[src/hw/rtl/npd_sqrt.sv]
// Iterative integer square root, one root bit per cycle
`timescale 1ns / 1ps
module npd_sqrt #(
    parameter int RW = 25
) (
    input  logic            clk,
    input  logic            rst_n,
    input  logic            start,
    input  logic [2*RW-1:0] radicand,
    output logic            done,
    output logic [RW-1:0]   root
);
    localparam int SW = $clog2(RW + 1);

    logic            run_reg, run_next;
    logic            done_reg, done_next;
    logic [SW-1:0]   step_reg, step_next;
    logic [2*RW-1:0] n_reg, n_next;
    logic [RW:0]     rem_reg, rem_next;
    logic [RW-1:0]   root_reg, root_next;
    logic [RW+2:0]   rem_sh;
    logic [RW+2:0]   trial;
    logic            fits;
    logic [RW+2:0]   rem_diff;

    // bring down two radicand bits and test the next root bit
    always_comb
    begin
        rem_sh    = {rem_reg, n_reg[2*RW-1 -: 2]};
        trial     = {1'b0, root_reg, 2'b01};
        fits      = (rem_sh >= trial);
        rem_diff  = rem_sh - trial;
        run_next  = run_reg;
        done_next = 1'b0;
        step_next = step_reg;
        n_next    = n_reg;
        rem_next  = rem_reg;
        root_next = root_reg;
        if (start)
        begin
            run_next  = 1'b1;
            step_next = '0;
            n_next    = radicand;
            rem_next  = '0;
            root_next = '0;
        end
        else if (run_reg)
        begin
            n_next    = {n_reg[2*RW-3:0], 2'b00};
            rem_next  = fits ? rem_diff[RW:0] : rem_sh[RW:0];
            root_next = {root_reg[RW-2:0], fits};
            step_next = step_reg + 1'b1;
            if (step_reg == SW'(RW - 1))
            begin
                run_next  = 1'b0;
                done_next = 1'b1;
            end
        end
    end

    always_ff @(posedge clk or negedge rst_n)
    begin
        if (!rst_n)
        begin
            run_reg  <= 1'b0;
            done_reg <= 1'b0;
        end
        else
        begin
            run_reg  <= run_next;
            done_reg <= done_next;
        end
    end

    always_ff @(posedge clk)
    begin
        step_reg <= step_next;
        n_reg    <= n_next;
        rem_reg  <= rem_next;
        root_reg <= root_next;
    end

    assign done = done_reg;
    assign root = root_reg;

    property p_done_after_run;
        @(posedge clk) disable iff (!rst_n) done_reg |-> $past(run_reg);
    endproperty
    a_done_after_run: assert property (p_done_after_run)
        else $error("square root done without a running pass");

    property p_no_restart;
        @(posedge clk) disable iff (!rst_n) run_reg |-> !start;
    endproperty
    a_no_restart: assert property (p_no_restart)
        else $error("square root restarted while busy");

    property p_rem_bound;
        @(posedge clk) disable iff (!rst_n)
            run_reg |-> ({1'b0, rem_reg} <= {1'b0, root_reg, 1'b0});
    endproperty
    a_rem_bound: assert property (p_rem_bound)
        else $error("square root remainder above twice the root");
endmodule

[config.mk]
export PLATFORM = sky130hd
export DESIGN_NAME = npd_sqrt
export DESIGN_NICKNAME = d
export VERILOG_FILES = /design/src/hw/rtl/npd_sqrt.sv
export SDC_FILE = /design/constraint.sdc
export NUM_CORES = 1
export LEC_CHECK = 0
export ABC_AREA = 1
export BUFFER_PORTS_ARGS = -buffer_cell sky130_fd_sc_hd__buf_2
export CORE_ASPECT_RATIO = 1.25
export CORE_UTILIZATION = 59
export DETAILED_ROUTE_END_ITERATION = 7
export PLACE_DENSITY_LB_ADDON = 0.08
export REMOVE_ABC_BUFFERS = 1
export SLEW_MARGIN = 10
export SYNTH_ARGS = -nofsm -noshare
export SYNTH_HDL_FRONTEND = slang
export SYNTH_SLANG_ARGS = --single-unit
[constraint.sdc]
create_clock -name clk -period 3.45 [get_ports clk]
set_input_delay 0.1725 -clock clk [delete_from_list [all_inputs] [get_ports clk]]
set_output_delay 0.1725 -clock clk [all_outputs]
set_load 0.02 [all_outputs]
Yosys cells after proc, flatten, opt, wreduce, memory -nomap -nowiden
Cells that the tools add are included.

word-level totals
  logic and storage cells = 20
  input bits = 53
  output and inout bits = 26
  register bits = 108
  latch bits = 0
  memories = 0
  bits in writable memories = 0
  ROM bits = 0

cells by class
  reductions and logical operators = 1
  order comparisons = 1
  bitwise operators = 0
  $mul = 0
  $add $sub $neg = 2
  divide/modulo/power cells = 0
  equality and inequality tests = 1
  shifts and indexed selects = 0
  multiplexer cells = 9

operators with widths
  operator               number
  $mux W50               2
  $ge A28 B27 Y1         1
  $mux W26               1
  $sub A26 B26 Y26       1
  $mux W1                6
  $add A5 B1 Y5 const B  1
  $eq A5 B5 Y1 const B   1
  $reduce_bool A2 Y1     1

Logic depth before layout (Yosys ltp)
Gate-level depths: netlist of run 1.

  depth in word-level cells = 4
  depth in mapped cells = 16
  mapped depth without buffers = 16

Worst setup path after synthesis of run 1
OpenSTA, ideal clock, no wires.

  path type = register to register
  start point = register run_reg
  end point = register n_reg[0] (enable)
  stages on the path, launching flop included = 5
  buffers on the path = 2
  data arrival time = 2.434 ns
  data required time = 3.016 ns
  clock period less this slack = 2.868 ns
  setup time = 0.434 ns
  setup slack = 0.582 ns
  cells stage by stage = dfrtp_1 -> clkbuf_1 -> nor2_1 -> clkinv_1 -> clkbuf_1

on the way
  cells in the longest elaborated chain, start to end = 1

RTL lines
  element                       RTL line  text
  from (decl)                   15        logic run_reg, run_next;
  from (signal assigned)        70        run_reg <= run_next;
  $reduce_bool A2 Y1 (no line)  --
  to (signal assigned)          78        n_reg <= n_next;
  to (decl)                     18        logic [2*RW-1:0] n_reg, n_next;

Every way passes these cells.
A chain may end at the register's enable or synchronous reset.

Worst setup path in the final report of run 1
  start point = register root_reg[9], in the netlist root[9]
  end point = register rem_reg[7]

on the way
  cells in the longest elaborated chain, start to end = 2

RTL lines
  element                 RTL line  text
  from (decl)             20        logic [RW-1:0] root_reg, root_next;
  from (signal assigned)  80        root_reg <= root_next;
  $ge A28 B27 Y1          31        fits = (rem_sh >= trial);
  $mux W26                50        rem_next = fits ? rem_diff[RW:0] : rem_sh[RW:0];
  to (signal assigned)    79        rem_reg <= rem_next;
  to (decl)               19        logic [RW:0] rem_reg, rem_next;

Every way passes these cells.

==> results of run 1 <==
-- metrics by stage --
step	utilization [%]	power, W	setup WS [ps]	hold WS, ps	instance area, um^2
after floorplan	-	0.00412	140	-123	6070
after CTS	68.7	0.00595	921	65.3	6980
after detailed placement	65.5	0.00486	928	-38.6	6660
after global placement	65.5	0.00479	1040	-42.9	6660
after global routing	68.7	0.00649	690	69.5	6980
final	68.7	0.00594	909	74.7	6980
-- worst min path at each step --
stage,from,endpoint,slack [ps]
3_5_place_dp,rst_n,run_reg,-40
2_1_floorplan,rst_n,done,-120
3_3_place_gp,rst_n,done,-40
5_1_grt,radicand[0],n_reg[0],70
4_1_cts,radicand[0],n_reg[0],70
6_report,radicand[0],n_reg[0],70
-- power breakdown --
| group | switching (W) | internal, W | total, W | leakage (nW) |
|---|---|---|---|---|
| logic | 0.00206 | 0.00113 | 0.00320 | 2.44 |
| registers | 0.000118 | 0.00155 | 0.00166 | 1.03 |
| clock network | 0.000495 | 0.000590 | 0.00108 | 0.147 |
| total | 0.00268 | 0.00327 | 0.00594 | 3.62 |
-- cells by family after synthesis --
logic type / Yosys count
simple gates: 465
buf+inv: 155
flops: 108
compound gates: 85
fa+ha+maj: 29
xor+xnor: 14
-- timing repair --
action,4_1_cts,5_1_grt
setup buffers,0,0
endpoints found under the hold margin,2,0
hold buffers,1,0
-- tightest hold or removal path, delay by kind of cell --
| kind | cells | cell delay (ps) |
|---|---|---|
| buffers and inverters | 2 | 110 |
| and+or+nand+nor | 1 | 40 |
-- per-layer routing --
metal	vias to the layer above	global-route usage, %
met5	-	0
met4	0	13.2
met3	35	4.23
met2	117	51.6
met1	2442	30.7
li1	2843	-
-- cells in the mapped netlist --
library cell,instances
o21ai_0,25
nand4_1,9
nor2_2,5
nand3_1,44
buf_1,4
and2_1,1
nor3_1,7
o211ai_1,1
buf_6,2
nor4_1,2
o22ai_1,25
a21o_1,1
nand2_2,8
dfrtp_1,2
dfxtp_1,56
nand3_2,1
buf_12,1
clkbuf_1,17
nor2_1,36
o21bai_1,5
or2_1,4
a21boi_2,1
buf_2,1
nor2_4,3
xnor2_1,14
nand2_4,1
a31oi_1,2
clkinv_1,2
inv_2,2
edfxtp_1,50
buf_4,1
a31oi_2,1
inv_1,125
nand2_1,343
a21oi_2,1
nor3_2,1
o211ai_2,1
a21oi_1,22
ha_1,29
-- cell type report --
type / count / area, um^2 / share of cell area [%]
Timing Repair Buffer: 84 / 438 / 6.28
Clock inverter: 6 / 70.1 / 1.00
Multi-Input combinational cell: 593 / 2910 / 41.7
Tap cell: 129 / 161 / 2.31
Sequential cell: 108 / 2670 / 38.3
Clock buffer: 10 / 239 / 3.43
Inverter: 129 / 484 / 6.94
==> results.json, run 1 <==
{
  "cp_top_family": "simple AND/OR/NAND/NOR gates",
  "finalSetupViolCount": 0,
  "fin_skew_ps": 9.14,
  "avgSynthCellArea_um2": 7.25,
  "power_leakage_nw": 3.62,
  "htreeDepth": 3,
  "drtIter0Drc": 216,
  "critPathArrivalTime_ps": 2730,
  "synthCells": 856,
  "dr_wl_met2_um": 7160,
  "critical_path.startpoint": "root[9]",
  "clkLatencyLatePin_ps": 350,
  "ant_nets": 0,
  "cp_num_cells": 12,
  "drc": 0,
  "hold_violations": 0,
  "cp_max_fo": 40,
  "initial_utilization_pct": 61.1,
  "routed_wl_um": 14100,
  "synth_compound_area_share_pct": 8.09,
  "vias": 5437,
  "critPathCapture": "rem_reg[7]",
  "yosysTopAreaCell": "edfxtp_1",
  "rsz0062_at_grt": "no",
  "drt-met1-wl_um": 6010,
  "status": "complete, no violations",
  "synth_top_area_share_pct": 24.2,
  "synth_fa_ha_area_share_pct": 5.85,
  "cts_tree": "built",
  "clock-sinks": 108,
  "reg2regPathDepth": 12,
  "ys_ff_latch": 108,
  "ctsResizeCount": 0,
  "syn_to_final_growth_pct": 12.5,
  "dr_wl_met3_um": 456,
  "r2r-start": "root[9]",
  "criticalPathCategory": "register to register",
  "stdcell_count": 1059,
  "num_rows": 41,
  "hold_depth": 3,
  "crit_path_end_kind": "register",
  "netlist_area_mm2": 0.00620,
  "clk_pin_slew_worst_paths_ps": 80,
  "timing.rr.end": "rem_reg[7]",
  "cts_buffers": 9,
  "crit_chain": "inv_1, ha_1, nand2_2, inv_1, a21oi_1, nand3_1, nand3_2, nand2_4, inv_2, nand2_1, nand3_1, o21ai_0",
  "finalSetupTns_ps": 0,
  "yosysWarnings": 0,
  "die_h_um": 117,
  "rrSetupSlack_ps": 910,
  "io_buffers": 78,
  "vias_per_cell": 5.13,
  "synth.area.mux_share_pct": 0,
  "synthSimpleGateAreaFrac_pct": 31.0,
  "nFillCells": 932,
  "dieWidth_um": 93.7,
  "fin_crit_sh_pct": 73.6,
  "wl_per_cell_um": 13.3,
  "yosys-top-cells-area": "edfxtp_1, nand2_1, dfxtp_1",
  "worst_ep_required_time_ps": 3640,
  "period_needed_ps": 2540,
  "synth_top_family_by_area": "simple AND/OR/NAND/NOR gates",
  "ir_drop_uv": 319,
  "synthXorXnorAreaFrac_pct": 1.98,
  "grt_pass1_vias": 5334,
  "clock.fmax_mhz": 394,
  "largest_register_ffs": 50,
  "drv_cap": 0,
  "routed.top_layer": "met4",
  "drive_gt1_share_pct": 13.4,
  "power.density_mw_per_mm2": 852,
  "final_cell_mix": "nand2_1, inv_1, buf_2",
  "hold_class": "input port to register",
  "slowest_stage": "ha_1",
  "grt.total_usage_pct": 27.7,
  "first_pass_iters": 4,
  "core-area_mm2": 0.0102,
  "cts_buffer_depth": 2,
  "globalplace.congestion": 0.920,
  "nets": 1007,
  "slew_viol_final": 0,
  "dieArea_mm2": 0.0109,
  "worst_setup_path_start_kind": "register",
  "crit_buf_inv": 3,
  "cts_root_buffer": "clkbuf_16",
  "synth.distinct_cells": 39,
  "tightest_slew_ps": 989,
  "grt_start_max_net_pins": 86,
  "io_pins": 79,
  "dp_cells": 1042,
  "antenna_found_initial": 0,
  "grt_pass1_wl_um": 23600,
  "diodes": 0,
  "overflow": 0,
  "synth_seq_area_share_pct": 43.1,
  "final_common_cell": "nand2_1",
  "relSlewSlack_pct": 34.1,
  "dp_hpwl_um": 10200,
  "slowest_delay_ps": 360
}
(Power assumes the default switching activity.)
==> run 2: changes to the inputs <==
Settings changed: CORE_UTILIZATION 59 to 53.
Clock period 3.45 ns to 2.05 ns, I/O delays scaled along.
==> run 2 against run 1 <==
Compared with the run above: largest cell class unchanged; non-clock buffer count increased by 106; core utilization increased by 7.0 points; largest power group unchanged; clock skew up 2.4 ps; the flow now finishes with violations (setup timing).
==> results.json, run 2 (synthesized netlist as in run 1, its figures left out) <==
{
  "status": "finished, violations left",
  "violations": "setup timing",
  "vias": 6227,
  "globalplace.congestion": 0.970,
  "core-area_mm2": 0.0112,
  "num_rows": 43,
  "cts_tree": "built",
  "clock.fmax_mhz": 482,
  "layout_setup_ws_ps": -26.6,
  "syn_to_final_growth_pct": 37.1,
  "initial_utilization_pct": 55.2,
  "routed_wl_um": 17300,
  "overflow": 0,
  "grt_pass1_wl_um": 27000,
  "finalSetupViolCount": 11,
  "holdCritStartpoint": "radicand[0]",
  "timing.rr.end": "rem_reg[9]",
  "reg2regPathDepth": 15,
  "slowest_stage": "dfxtp_2",
  "dieArea_mm2": 0.0121,
  "fin_skew_ps": 11.5,
  "p_total_w": 0.0132,
  "dp_hpwl_um": 11200,
  "io_buffers": 78,
  "clock-sinks": 108,
  "cp_top_family": "simple AND/OR/NAND/NOR gates",
  "crit_path_end_kind": "register",
  "hold_depth": 3,
  "pre_cts_ws_ps": -211,
  "cts_buffer_depth": 2,
  "vias_per_cell": 5.31,
  "ir_drop_uv": 756,
  "crit_chain": "inv_1, ha_4, nand2_2, nor2_4, nand2_2, nor2_2, nand2_1, nand3_2, nor2_4, nand2_8, buf_4, buf_8, nand2_1, nand3_1, o21ai_0",
  "die_h_um": 123,
  "drive_gt1_share_pct": 32.6,
  "io_pins": 79,
  "final_cell_mix": "nand2_1, inv_1, buf_4",
  "crit_buf_inv": 3,
  "hold_violations": 0,
  "nFillCells": 822,
  "min_delay_worst_endpoint": "n_reg[0]",
  "clkLatencyLatePin_ps": 360,
  "ant_nets": 0,
  "criticalPathCategory": "register to register",
  "cp_max_fo": 7,
  "worst_setup_path_start_kind": "register",
  "htreeDepth": 3,
  "relSlewSlack_pct": 39.9,
  "hold_class": "input port to register",
  "final_area_mm2": 0.00851,
  "worst_ep_required_time_ps": 2290,
  "postPlaceCellArea_mm2": 0.00733,
  "cts_buffers": 9,
  "drtIter0Drc": 421,
  "power_leakage_nw": 4.24,
  "critical_path.startpoint": "root[15]",
  "critPathArrivalTime_ps": 2320,
  "final_common_cell": "nand2_1",
  "tightest_slew_ps": 900,
  "rrSetupSlack_ps": -30,
  "grt_start_max_net_pins": 51,
  "slowest_delay_ps": 320,
  "diodes": 0,
  "drc": 0,
  "fin_crit_sh_pct": 101,
  "wl_per_cell_um": 14.7,
  "grt_pass1_vias": 6223,
  "power.density_mw_per_mm2": 1560,
  "dieWidth_um": 98.8,
  "drv_cap": 0,
  "largest_register_ffs": 50,
  "r2r-start": "root[15]",
  "clk_pin_slew_worst_paths_ps": 80,
  "rsz0062_at_grt": "yes",
  "slew_viol_final": 0,
  "period_needed_ps": 2080,
  "cts_root_buffer": "clkbuf_16",
  "first_pass_iters": 5,
  "grt.total_usage_pct": 28.0,
  "utilization_pct": 75.6,
  "nets": 1115,
  "antenna_found_initial": 0
}
## run 2: worst min-delay path, stage by stage
cell     delay [ps]
buf_2            80
nand2_1          40
inv_1            40
## run 2: where the power goes
group          switching, W  internal (W)  total (W)
registers          0.000263       0.00261    0.00287
logic               0.00471       0.00383    0.00854
clock network      0.000846      0.000994    0.00184
## run 2: layout make-up
| class | count | area (um^2) | area share (%) |
|---|---|---|---|
| Timing Repair Buffer | 190 | 1320 | 15.5 |
| Sequential cell | 108 | 2700 | 31.7 |
| Clock inverter | 5 | 51.3 | 0.603 |
| Clock buffer | 11 | 275 | 3.24 |
| Inverter | 129 | 497 | 5.84 |
| Tap cell | 135 | 169 | 1.99 |
| Multi-Input combinational cell | 595 | 3490 | 41.0 |
## run 2: per-layer routing
metal | track usage, % | vias up | part of all wire, %
li1 | - | 3064 | -
met1 | 30.0 | 2830 | 39
met2 | 52.6 | 258 | 51
met3 | 5.14 | 75 | 5.2
met4 | 14.5 | 0 | 4.6
met5 | 0 | - | 0
## run 2: per-stage QoR
step                TNS, ps  cells  hold slack, ps
floorplan           -104930    830            -193
global placement      -2380   1133            -114
detailed placement    -3010   1133            -111
CTS                       0   1162            7.28
global route          -1950   1173            5.77
finish                 -126   1173            10.1
## run 2: how the worst max path moves through the flow
stage	to	slack [ps]	cells past startpoint
3_5_place_dp	rem_reg[8]	-210	12
6_report	rem_reg[9]	-30	15
3_3_place_gp	rem_reg[12]	-170	12
2_1_floorplan	n_reg[0]	-1260	2
4_1_cts	rem_reg[10]	3	11
5_1_grt	rem_reg[10]	-110	13
## run 2: what timing repair did
item,4_1_cts,5_1_grt
setup endpoints to repair,25,27
resized for setup,54,85
setup buffers,10,10
gates cloned,2,1
hold buffers,1,0
hold endpoints to repair,2,0
pin swaps,21,31
