### src/hw/rtl/npd_ram.sv
// Generic single-write, single-read RAM with registered read data
`timescale 1ns / 1ps
module npd_ram #(
    parameter int WIDTH = 8,
    parameter int DEPTH = 16,
    parameter int AW    = (DEPTH > 1) ? $clog2(DEPTH) : 1
) (
    input  logic             clk,
    input  logic             we,
    input  logic [AW-1:0]    waddr,
    input  logic [WIDTH-1:0] wdata,
    input  logic             re,
    input  logic [AW-1:0]    raddr,
    output logic [WIDTH-1:0] rdata
);
    logic [WIDTH-1:0] mem [DEPTH];

    // write port
    always_ff @(posedge clk)
    begin
        if (we)
        begin
            mem[waddr] <= wdata;
        end
    end

    // registered read port
    always_ff @(posedge clk)
    begin
        if (re)
        begin
            rdata <= mem[raddr];
        end
    end
endmodule

### config.mk
export PLATFORM = sky130hd
export DESIGN_NAME = npd_ram
export DESIGN_NICKNAME = d
export VERILOG_FILES = /design/src/hw/rtl/npd_ram.sv
export SDC_FILE = /design/constraint.sdc
export NUM_CORES = 1
export LEC_CHECK = 0
export ABC_CLOCK_PERIOD_IN_PS = 2000
export BUFFER_PORTS_ARGS = -buffer_cell sky130_fd_sc_hd__buf_2
export CAP_MARGIN = 30
export CORE_ASPECT_RATIO = 0.7
export CORE_UTILIZATION = 55
export CTS_BUF_LIST = sky130_fd_sc_hd__clkbuf_4 sky130_fd_sc_hd__clkbuf_8
export CTS_CLUSTER_DIAMETER = 50
export DETAILED_ROUTE_END_ITERATION = 6
export PLACE_DENSITY = 0.73
export SYNTH_ARGS = -nofsm -noshare
export SYNTH_HDL_FRONTEND = slang
export SYNTH_SLANG_ARGS = --single-unit
### constraint.sdc
create_clock -name clk -period 2 [get_ports clk]
set_input_delay 0.2 -clock clk [delete_from_list [all_inputs] [get_ports clk]]
set_output_delay 0.2 -clock clk [all_outputs]
set_load 0.005 [all_outputs]
* After elaboration in Yosys (flattened, before gate mapping)
Memories as Yosys holds them, arrays and structs flattened. A register that Yosys moved wholly into a read port is not among the register bits. Index checks and enable logic that the tools add are counted. W data, S select, Z words.
Operators by class: muxes and demuxes 2
Operators with widths (count):
- $mux W1 | 2
Storage, ports and cells: output and inout port bits 8, bits in writable memories 128, word-level logic and storage cells 3, flip-flop bits (word level) 0, bits of input ports 19, memories 1
Memories:
- mem | words 16, width 8, rd ports 1, clocked after memory_dff 1, wr ports 1, RTL line 16 | logic [WIDTH-1:0] mem [DEPTH];

* Longest topological paths before layout
Gate-level depths: netlist of run 1.
depth in word-level cells 2, depth in mapped cells 5, depth with buffers taken out 3

* Least setup slack after synthesis of run 1
Ideal clock, no wire load.
kind input to register, start point input waddr[2], end point memory mem[0][0], enable pin, setup slack 0.307 ns, setup time 0.383 ns, arrival 1.310 ns, stages 2, cells stage by stage or3b_2 -> nor3_1
RTL lines:
- start: declaration | RTL line 10 | input logic [AW-1:0] waddr,
- end: declaration | RTL line 16
No word-level cell before the write port.

==> results of run 1 <==
[kinds of logic (layout without fill, tap and decap cells)]
kind of cell	Yosys count	in the layout	share of synthesized area, %
muxes	32	32	14.8
DFF	136	136	78.1
and+or+nand+nor	35	35	3.14
buffers and inverters	10	83	1.65
AOI/OAI and AO/OA	16	16	2.30
[cell type report]
class,instances,area share (%)
multi-input combinational,83,17.6
sequential,136,67.9
clock buffer,19,4.14
timing repair buffer,51,5.91
tap,124,2.58
clock inverter,13,1.85
[state kept, by name, indices dropped and copies added (netlist names)]
| register | cells |
|---|---|
| mem | 128 |
| rdata | 8 |
[metrics by stage]
stage / instances / setup WS, ns / util (%) / hold WS [ns]
2_1_floorplan: 229 / 0.307 / - / 0.299
3_3_place_gp: 394 / 0.318 / 61.8 / 0.581
3_5_place_dp: 394 / 0.304 / 61.8 / 0.581
4_1_cts: 426 / 0.554 / 65.7 / 0.116
5_1_grt: 426 / 0.487 / 65.7 / 0.115
6_report: 426 / 0.533 / 65.7 / 0.141
[routing by layer]
metal / vias to the layer above / global-route usage (%) / share of wire [%] / wire length (µm)
li1: 1103 / - / - / -
met1: 1220 / 31.0 / 43 / 3970
met2: 100 / 29.2 / 46 / 4280
met3: 7 / 6.76 / 9.9 / 914
met4: 0 / 8.75 / 0.63 / 58
met5: - / 0 / 0 / 0
[synthesized netlist by cell type]
master	number
sky130_fd_sc_hd__edfxtp_1	136
sky130_fd_sc_hd__mux4_2	18
sky130_fd_sc_hd__a22oi_1	16
sky130_fd_sc_hd__mux4_1	14
sky130_fd_sc_hd__nor2_1	13
sky130_fd_sc_hd__nand2_1	9
sky130_fd_sc_hd__nor3_1	4
sky130_fd_sc_hd__buf_2	3
sky130_fd_sc_hd__buf_6	3
sky130_fd_sc_hd__clkdlybuf4s25_2	3
sky130_fd_sc_hd__nand2b_1	2
sky130_fd_sc_hd__nand3b_1	2
sky130_fd_sc_hd__and2_1	1
sky130_fd_sc_hd__and2b_1	1
sky130_fd_sc_hd__buf_4	1
sky130_fd_sc_hd__nand3_1	1
sky130_fd_sc_hd__nor2b_1	1
sky130_fd_sc_hd__or3b_2	1
[worst max path at each step]
stage	startpoint	endpoint	slack, ns
after floorplan	waddr[2]	mem[0][0]	0.31
after global placement	raddr[0]	rdata[5]	0.32
after detailed placement	raddr[0]	rdata[1]	0.30
after CTS	mem[1][0]	rdata[0]	0.55
after global routing	mem[1][0]	rdata[0]	0.49
final	mem[2][5]	rdata[5]	0.53
[power breakdown]
group | switching [mW] | internal [mW] | total, mW
registers | 0.0167 | 3.21 | 3.23
clock network | 0.945 | 1.10 | 2.04
logic | 0.161 | 0.131 | 0.292
[worst max-delay path, cell delays in order (launching register included)]
cell                       delay [ns]
sky130_fd_sc_hd__edfxtp_1        0.37
sky130_fd_sc_hd__mux4_1          0.49
sky130_fd_sc_hd__a22oi_1         0.21
sky130_fd_sc_hd__nand2_1         0.13
==> results.md, run 1 <==
- The flow ran to the end, and the final reports show no timing, DRC or antenna violations.
- Detailed placement finished with a half-perimeter wire length of 6060 µm.
- Derived from the worst setup path, the maximum achievable clock frequency is 0.682 GHz.
- The maximum number of pins on one net before global-route repair is 33.
- The number of buffers added by the clock tree synthesis step is 17.
- The number of antenna repair diodes is 0.
- After routing the design area is 6010 µm².
- The die is approximately 120 µm wide.
- The first global-routing pass estimated 14,200 µm of wire.
- In this run the worst path has a maximum fanout of 1.
- The share of final-layout standard cells stronger than drive strength 1 is between 30% and 40%.
- The global placement routability congestion is 0.766.
- The first routing iteration left 280 violations.
- The first detailed-routing pass ran for 5 iterations.
- The setup path with the least slack is of type flop to flop.
- The leakage power is 2.04 nW.
- The total cell area at the placement stage is approximately 5700 µm².
- The clock tree skew after final layout is roughly 0.0052 ns.
- Once detail routing completed, the nets flagged for antenna violations numbered 0.
- The worst path uses 73.4% of the clock period.
- Of all cell types, the one taking the most synthesized area is sky130_fd_sc_hd__edfxtp_1.
- Compared with the post-synthesis result, the final layout area differs by 15.0%.
- The hold-critical path endpoint is rdata[6].
- After detailed routing, the average wire length per cell comes to 21.7 µm.
- For the worst flop-to-flop path, the logic depth is 3.
- The share of the synthesized area in the top cell type is 78.1%.
- The gate count after technology mapping is around 230.
- Using the TritonRoute via totals, the vias-per-cell ratio works out to 5.70.
- The number of port buffers is 26.
- The data arrival at the endpoint of the critical path is 1.63 ns.
- The total chip power is between 5 and 6 mW.
- The number of setup buffers added after CTS is 0.
- Power spread over the standard cell area amounts to 925 nW/µm².
- Setup repair after global routing left no endpoint under its margin.
- The core outline area is 9140 µm².
- The fill cell instance count of the final layout is 614.
- The worst min-delay path category is input port to flop.
- The worst pin sits at a relative slew slack of 52.1%.
- Sorting the synthesized cells by area gives the leading types as sky130_fd_sc_hd__edfxtp_1 (78%), sky130_fd_sc_hd__mux4_2 (7.8%), sky130_fd_sc_hd__mux4_1 (7.0%).
- The clock net in this run drives a total of 136 sinks.
- STA classifies the critical path startpoint as a flop.
- The number of failing hold endpoints at the final stage is 0.
- The number of endpoints failing setup at the final stage is 0.
- The slew at the pin with the worst max-slew slack is 0.716 ns.
- 27 I/O pins were placed.
- Across the whole layout, storage elements account for 4080 µm².
- The number of cells on the worst hold path is 1.
- The clock-pin transition on the worst setup and hold timing paths is 0.07 ns.
- The count of instances resized after the clock tree is built is 0.
- The startpoint identified for the worst register-to-register timing path is mem[2][5].
- After synthesis, the netlist uses 18 different library cells.
- The summed negative setup slack over all endpoints is 0 ns.
- The total overflow reported by the global router is 0.
- The mapped netlist covers 5230 µm².
- In the final layout, the multi-input gates occupy 1060 µm².
- In this run the number of H-tree levels came out at 4.
- The worst setup path is captured at a flop.
- The required time of the critical path is roughly 2.2 ns.
- IR analysis of the VDD net gives a maximum drop of 602 µV.
- For this run, the post-layout net count is just over 300.
- The initial cell density of the core is 57.2%.
- The number of max-cap violations is 0.
- Leaving out fill and tap cells, the most frequent cell in the layout is sky130_fd_sc_hd__edfxtp_1.
- The setup check on the worst reg-to-reg path leaves a slack of 0.53 ns.
- The total number of vias is 2,430.
- The sequential-to-total area share from yosys stat is 78.1%.
- The detailed-route DRC error count is 0.
- The clock root buffer is sky130_fd_sc_hd__clkbuf_8.
- The max-slew violation total from the final report is 0.
- In the layout the commonest cells are sky130_fd_sc_hd__edfxtp_1 (136), sky130_fd_sc_hd__buf_2 (26), sky130_fd_sc_hd__buf_4 (22), sky130_fd_sc_hd__mux4_2 (18), sky130_fd_sc_hd__clkbuf_8 (17).
- The endpoint identified for the worst register-to-register timing path is rdata[5].
- The synthesized area per cell is between 20 and 25 µm².
- The number of hold buffers added after CTS is 0.
- The insertion delay of the later-clocked pin in the worst-skew pair is 0.43 ns.
- The die is ~84 µm tall.
- The number of antenna violations at the first check in global routing came to 0.
- TritonCTS built the clock tree.
- The synthesized design contains 136 register bits.
- No sink is reached through more buffers than the 2 on the longest clock path.
- Summed over all layers, the routed wires come to around 9200 µm.
- Counting every net in the synthesized netlist gives 248.
- In the global route stage, overall resource usage came out at 21.0%.
- The via count of the first global-routing pass is 2,482.
- The post-route minimum period is ~1.5 ns.
- The count of standard-cell rows is 29.
- The die footprint is around 9900 µm².
- The launch point of the worst hold path is re.
- The Yosys step of the flow raised 0 warnings.
(Power assumes the default switching activity.)
==> run 2: changes to the inputs <==
--- a/config.mk
+++ b/config.mk
@@ -5,7 +5,7 @@
 export SDC_FILE = /design/constraint.sdc
 export NUM_CORES = 1
 export LEC_CHECK = 0
-export ABC_CLOCK_PERIOD_IN_PS = 2000
+export ABC_CLOCK_PERIOD_IN_PS = 1240
 export BUFFER_PORTS_ARGS = -buffer_cell sky130_fd_sc_hd__buf_2
 export CAP_MARGIN = 30
 export CORE_ASPECT_RATIO = 0.7
@@ -13,7 +13,7 @@
 export CTS_BUF_LIST = sky130_fd_sc_hd__clkbuf_4 sky130_fd_sc_hd__clkbuf_8
 export CTS_CLUSTER_DIAMETER = 50
 export DETAILED_ROUTE_END_ITERATION = 6
-export PLACE_DENSITY = 0.73
+export PLACE_DENSITY = 0.76
 export SYNTH_ARGS = -nofsm -noshare
 export SYNTH_HDL_FRONTEND = slang
 export SYNTH_SLANG_ARGS = --single-unit
==> constraint.sdc (replaced) <==
create_clock -name clk -period 1.24 [get_ports clk]
set_input_delay 0.124 -clock clk [delete_from_list [all_inputs] [get_ports clk]]
set_output_delay 0.124 -clock clk [all_outputs]
set_load 0.005 [all_outputs]
==> results.md, run 2 (same netlist as run 1, synthesis figures left out) <==
- The run finished, with violations left.
- The checks that failed: negative setup slack.
- The required time of the critical path is 1.43 ns.
- The highest layer used for signal routing is met4.
- The number of port buffers is 26.
- Clock tree synthesis inserted a total of 17 buffers.
- For this run, the post-layout net count is 313.
- The count of standard-cell rows is 29.
- The share of final-layout standard cells stronger than drive strength 1 is 42.7%.
- In the layout the commonest cells are sky130_fd_sc_hd__edfxtp_1 (136), sky130_fd_sc_hd__mux4_2 (32), sky130_fd_sc_hd__buf_2 (26), sky130_fd_sc_hd__buf_4 (21), sky130_fd_sc_hd__clkbuf_8 (17).
- No sink is reached through more buffers than the 2 on the longest clock path.
- The number of failing hold endpoints at the final stage was 0.
- The peak supply drop is 1070 µV.
- The wire length the detailed router placed on met1 is roughly 4500 µm.
- In the routed layout, each cell is associated on average with a via count of approximately 6.0.
- After detailed routing, the number of remaining DRC violations is 0.
- The largest registers in the layout are mem (128), rdata (8).
- The H-tree generated during clock tree synthesis spans 4 levels.
- Summed over all nets, wire length on met3 after detailed routing comes to 881 µm.
- After clock tree synthesis, the clock-pin slew on the worst setup and hold paths is 0.07 ns.
- The number of hold buffers added after CTS is 0.
- Counting every sink on the clock net gives 136.
- The number of max-cap violations is 0.
- The area used by sequential logic in the layout is 4080 µm².
- The clock root buffer is sky130_fd_sc_hd__clkbuf_8.
- The maximum achievable frequency is slightly below 0.7 GHz.
- The final route contains 2,579 vias.
- The worst slew margin relative to its limit is just under 40%.
- Entering global routing, the biggest net connects 19 pins.
- The global placement routability congestion is 0.747.
- The leakage power is between 2 and 2.5 nW.
- The total chip power is 9.35 mW.
- The repair_antennas step left the layout with diodes totalling 0.
- The most common cell after layout, fill and taps aside is sky130_fd_sc_hd__edfxtp_1.
- Wires add up to between 10,000 and 15,000 µm.
- The number of top-level design ports is 27.
- Final hold analysis gives a worst-case slack of 0.0671 ns.
- The worst setup path is captured at a flop.
- The max-slew violation total from the final report is 0.
- The initial cell density of the core is between 50% and 60%.
- The core outline area is 9140 µm².
- The number of detailed-route iterations in the first pass is 5.
- Measured along the x axis, the die boundary spans 119 µm.
- The number of antenna violations at the first check in global routing is 0.
- Setup repair after global routing could not meet its margin everywhere.
- Dividing the detail-routed wire length by the instance count gives 24.5 µm.
- Ranked by flip-flop count, first place goes to mem.
- The met2 layer wire length in the routed design is ~5000 µm.
- TritonCTS built the clock tree.
- The synthesis-to-finish area growth is 18.1%.
- Measured along the y axis, the die boundary spans 83.6 µm.
- The number of flip-flops in the largest register is 128.
- The insertion delay of the later-clocked pin in the worst-skew pair is 0.44 ns.
- The type of element launching the critical path is a flop.
- Traced cell by cell, the critical path runs through mux4_2 -> a22oi_2 -> nand2_1.
- The die footprint is 9900 µm².
- The total overflow reported by the global router is 0.
- The post-route minimum period is 1.45 ns.
- The count of antenna-violating nets left after detailed routing is 0.
- Once routing completed, OpenROAD measured the worst setup slack at -0.210 ns.
- The cell with the largest stage delay on the worst path is sky130_fd_sc_hd__mux4_2.
- The violation count after the first detailed-route iteration is 296.
- Between clock sinks in the finished design, the worst skew comes to around 0.0068 ns.
- The critical path in this run is classified as flop to flop.
- The biggest fanout along the worst timing path is 1.
- The aggregate global-route resource usage is 24.0%.
- The global-route wire length before repair is roughly 16,000 µm.
- The largest single stage delay on the critical path is ~0.50 ns.
- The via count of the first global-routing pass was 2,675.
- For this design the ratio of total power to cell area is 1510 nW/µm².
- The slew at the pin with the worst max-slew slack is approximately 0.91 ns.
- After legalization and detailed placement, the total HPWL measured 6780 µm.
- Setup violations remaining at the end of the flow were counted as 8.
- The period utilization is 117%.
- After filler insertion, the fill cell instance count of the layout stands at ~600.
- The summed negative setup slack over all endpoints is -1.18 ns.
- The area used by multi-input combinational logic is 1080 µm².
- The tightest min-delay check is of the input port to flop type.
- The data arrival at the endpoint of the critical path is 1.64 ns.
==> run 2: critical path: cells and delay by family, from the launching register on <==
kind	cells	cell delay (ns)
mux	1	0.50
flops	1	0.40
compound gates	1	0.23
simple gates	1	0.08
==> run 2: final cells by class <==
cell class	instances	area share (%)
Sequential cell	136	66.1
Multi-Input combinational cell	83	17.4
Clock buffer	17	3.79
Timing Repair Buffer	56	7.58
Clock inverter	15	2.57
Tap cell	124	2.51
==> run 2: per-stage QoR <==
| stage | cells | util (%) | area, µm² | worst slack (ns) |
|---|---|---|---|---|
| after global placement | 399 | 62.8 | 5750 | -0.410 |
| after detailed placement | 399 | 62.8 | 5750 | -0.417 |
| final | 431 | 67.5 | 6180 | -0.210 |
| after global routing | 431 | 67.5 | 6180 | -0.236 |
| after floorplan | 229 | - | 5240 | -0.0844 |
| after CTS | 431 | 67.5 | 6180 | -0.194 |
==> run 2: routing by layer <==
metal / up-vias / track usage, %
li1: 1100 / -
met1: 1341 / 34.6
met2: 121 / 35.8
met3: 17 / 5.94
met4: 0 / 9.55
met5: - / 0
==> run 2: worst paths after layout <==
path                            startpoint  endpoint  slack, ns  cells after the start
worst max-delay path             mem[9][5]  rdata[5]      -0.21                      3
worst min-delay path                    re  rdata[5]       0.07                      1
worst max register to register   mem[9][5]  rdata[5]      -0.21                      3
worst min register to register   mem[7][2]  rdata[2]       0.76                      3
==> run 2: report_power, final <==
part / leakage, nW / internal (mW) / total [mW] / switching [mW]
sequential: 1.24 / 5.17 / 5.21 / 0.0304
combinational: 0.616 / 0.252 / 0.558 / 0.305
clock: 0.188 / 1.95 / 3.58 / 1.64
total: 2.04 / 7.38 / 9.35 / 1.97
==> run 2: timing repair <==
item,4_1_cts,5_1_grt
gates cloned,0,0
buffers inserted,0,0
resized for setup,9,0
pin swaps,3,1
endpoints found under the setup margin,8,8
==> run 3: changes to the inputs <==
--- a/config.mk
+++ b/config.mk
@@ -8,12 +8,14 @@
 export ABC_CLOCK_PERIOD_IN_PS = 1240
 export BUFFER_PORTS_ARGS = -buffer_cell sky130_fd_sc_hd__buf_2
 export CAP_MARGIN = 30
+export CELL_PAD_IN_SITES_DETAIL_PLACEMENT = 1
+export CELL_PAD_IN_SITES_GLOBAL_PLACEMENT = 1
 export CORE_ASPECT_RATIO = 0.7
-export CORE_UTILIZATION = 55
+export CORE_UTILIZATION = 50
 export CTS_BUF_LIST = sky130_fd_sc_hd__clkbuf_4 sky130_fd_sc_hd__clkbuf_8
 export CTS_CLUSTER_DIAMETER = 50
 export DETAILED_ROUTE_END_ITERATION = 6
-export PLACE_DENSITY = 0.76
+export PLACE_DENSITY_LB_ADDON = 0.1
 export SYNTH_ARGS = -nofsm -noshare
 export SYNTH_HDL_FRONTEND = slang
 export SYNTH_SLANG_ARGS = --single-unit
==> results.md, run 3 (same netlist as run 1, synthesis figures left out) <==
- The average via count per standard cell is 5.75.
- The peak supply drop is 701 µV.
- The die footprint is 10,900 µm².
- The via count of the first global-routing pass is 2,799.
- TritonCTS built the clock tree.
- The repair_antennas step left the layout with diodes totalling 0.
- The most common cell after layout, fill and taps aside is sky130_fd_sc_hd__edfxtp_1.
- For this design the ratio of total power to cell area is 1440 nW/µm².
- The final cell utilization of the core is 60.9%.
- The analysis attributes to cell leakage a power of between 1.5 and 2 nW.
- At the worst endpoint, the required time is around 1.4 ns.
- The TritonCTS sink count is 136.
- The core outline area is 9910 µm².
- The finished layout holds 429 standard cells, fillers aside.
- The final reports fail on negative setup slack.
- The number of failing hold endpoints at the final stage is 0.
- For the finished layout, the period the worst path requires is about 1.4 ns.
- Hold timing on the final database bottoms out at a slack of 0.0693 ns.
- Power comes to 8.71 mW.
- The max-slew violation total from the final report is 0.
- The final layout contains routed wiring with a total length of 10,700 µm.
- The fill cell instance count of the final layout is 863.
- The count of antenna-violating nets left after detailed routing is 0.
- The area growth from synthesis to layout is 15.5%.
- The largest registers in the layout are mem (128), rdata (8).
- The initial utilization of the core area, before any placement, comes to 52.8%.
- The number of setup buffers added after CTS is 0.
- The number of port buffers is 26.
- At the worst endpoint, the arrival time is 1.58 ns.
- For this run, the top clock speed supported by timing is about 0.71 GHz.
- In this run, CTS created clock tree buffers numbering 17.
- The width of the die is 124 µm.
- Buffers inserted to repair hold after CTS numbered 0.
- The violation count after the first detailed-route iteration is 149.
- The routed wire length per instance is 25.0 µm.
- The largest buffer count on any clock path is 2.
- The slew at the pin with the worst max-slew slack is ~1.1 ns.
- Clock-pin slew was measured on the worst setup and hold paths at 0.07 ns.
- The number of endpoints failing setup at the final stage is 8.
- The total number of vias is between 2,000 and 2,500.
- The later pin in the worst-skew pair is clocked with a latency of approximately 0.43 ns.
- The clock tree skew after final layout is approximately 0.011 ns.
- The number of detailed-route iterations in the first pass is 4.
- The run finished, with violations left.
- The global-route wire length before repair is ~16,000 µm.
- The cell count after placement is roughly 400.
- The kind of critical path is flop to flop.
- The total overflow reported by the global router is 0.
- The post-placement worst setup slack is -0.387 ns.
- In this run the tightest slew margin relative to its limit is between 20 and 30%.
- Global routing used between 20% and 30% of the available tracks across all layers.
- Setup repair after global routing could not meet its margin everywhere.
- In the final design database the tool counted 308 nets.
- Pin placement for this block handled 27 I/O pins.
- More flip-flops sit in one register than any other, and that register is mem.
- Across the run, the number of max-cap violations was 0.
- After floorplanning, the core was divided into 30 placement rows.
- The maximum number of pins on one net before global-route repair is 18.
- The period utilization is 113%.
- The share of final-layout standard cells stronger than drive strength 1 is 42.5%.
- In the routed design, unresolved DRC markers number 0.
- The type of element launching the critical path is a flop.
- The number of antenna violations at the first check in global routing is 0.
- The register with the most flip-flops in the layout has 128 of them.
- The root buffer cell chosen for the clock tree is sky130_fd_sc_hd__clkbuf_8.
- The H-tree was split into 4 levels.
- The floorplan die height is slightly below 90 µm.
- Routability-driven placement finished with a final weighted congestion of 0.700.
- The tightest min-delay check is of the input port to flop type.
- The worst setup margin is -0.165 ns.
- The worst setup path is captured at a flop.
- Along the worst path, the maximum fanout reaches 1.
- The sum of net half-perimeters after detailed placement is between 7000 and 8000 µm.
- The library cells used most frequently in the layout, excluding fill and tap cells, are sky130_fd_sc_hd__edfxtp_1 (136), sky130_fd_sc_hd__mux4_2 (32), sky130_fd_sc_hd__buf_2 (26), sky130_fd_sc_hd__buf_4 (19), sky130_fd_sc_hd__clkbuf_8 (17).
run 3: cell types whose count changed in the layout (fill, tap and decap cells not counted), sizes merged:
cell / before / now
bufinv: 3 / 0
clkbuf: 17 / 20
inv: 1 / 0
buf: 56 / 51
clkinv: 7 / 9
clkinvlp: 4 / 2
run 3: report_power, final:
group / internal [mW] / switching [mW]
registers: 5.18 / 0.0319
clock network: 1.40 / 1.58
logic: 0.237 / 0.291
total: 6.81 / 1.90
run 3: worst max-delay path, cell delays in order (launching register included):
cell and delay [ns]:
sky130_fd_sc_hd__edfxtp_1 0.42, sky130_fd_sc_hd__mux4_2 0.50, sky130_fd_sc_hd__a22oi_2 0.16, sky130_fd_sc_hd__nand2_1 0.07
run 3: repair_timing:
item | CTS | global route
setup endpoints to repair | 8 | 8
gates cloned | 0 | 0
resized for setup | 8 | 3
run 3: area by class of cell:
| class | count | area, µm² | share of cell area (%) |
|---|---|---|---|
| flip-flops and latches | 136 | 4080 | 67.6 |
| repair buffers | 51 | 393 | 6.51 |
| clock buffers | 20 | 256 | 4.25 |
| clock inverters | 11 | 60.1 | 0.994 |
| well taps | 128 | 160 | 2.65 |
| multi-input cells | 83 | 1090 | 18.0 |
run 3: worst paths after layout:
path / startpoint / depth (start not counted) / slack, ns / end
setup / recovery: mem[14][0] / 3 / -0.17 / rdata[0]
hold reg to reg: mem[4][0] / 3 / 0.76 / rdata[0]
setup reg to reg: mem[14][0] / 3 / -0.17 / rdata[0]
hold / removal: wdata[5] / 1 / 0.07 / mem[14][5]
run 3: per-stage QoR:
step,setup TNS [ns],instance area (µm²)
2_1_floorplan,-0.664,5240
3_3_place_gp,-4.28,5680
3_5_place_dp,-5.70,5680
4_1_cts,-1.36,6030
5_1_grt,-1.58,6040
6_report,-1.17,6040
run 3: routing by layer:
layer	vias to the layer above	GRT usage [%]	routed length (µm)
met1	1307	29.1	5000
met2	63	35.7	5200
met3	13	5.74	388
met4	0	8.87	140
li1	1083	-	-
met5	-	0	0
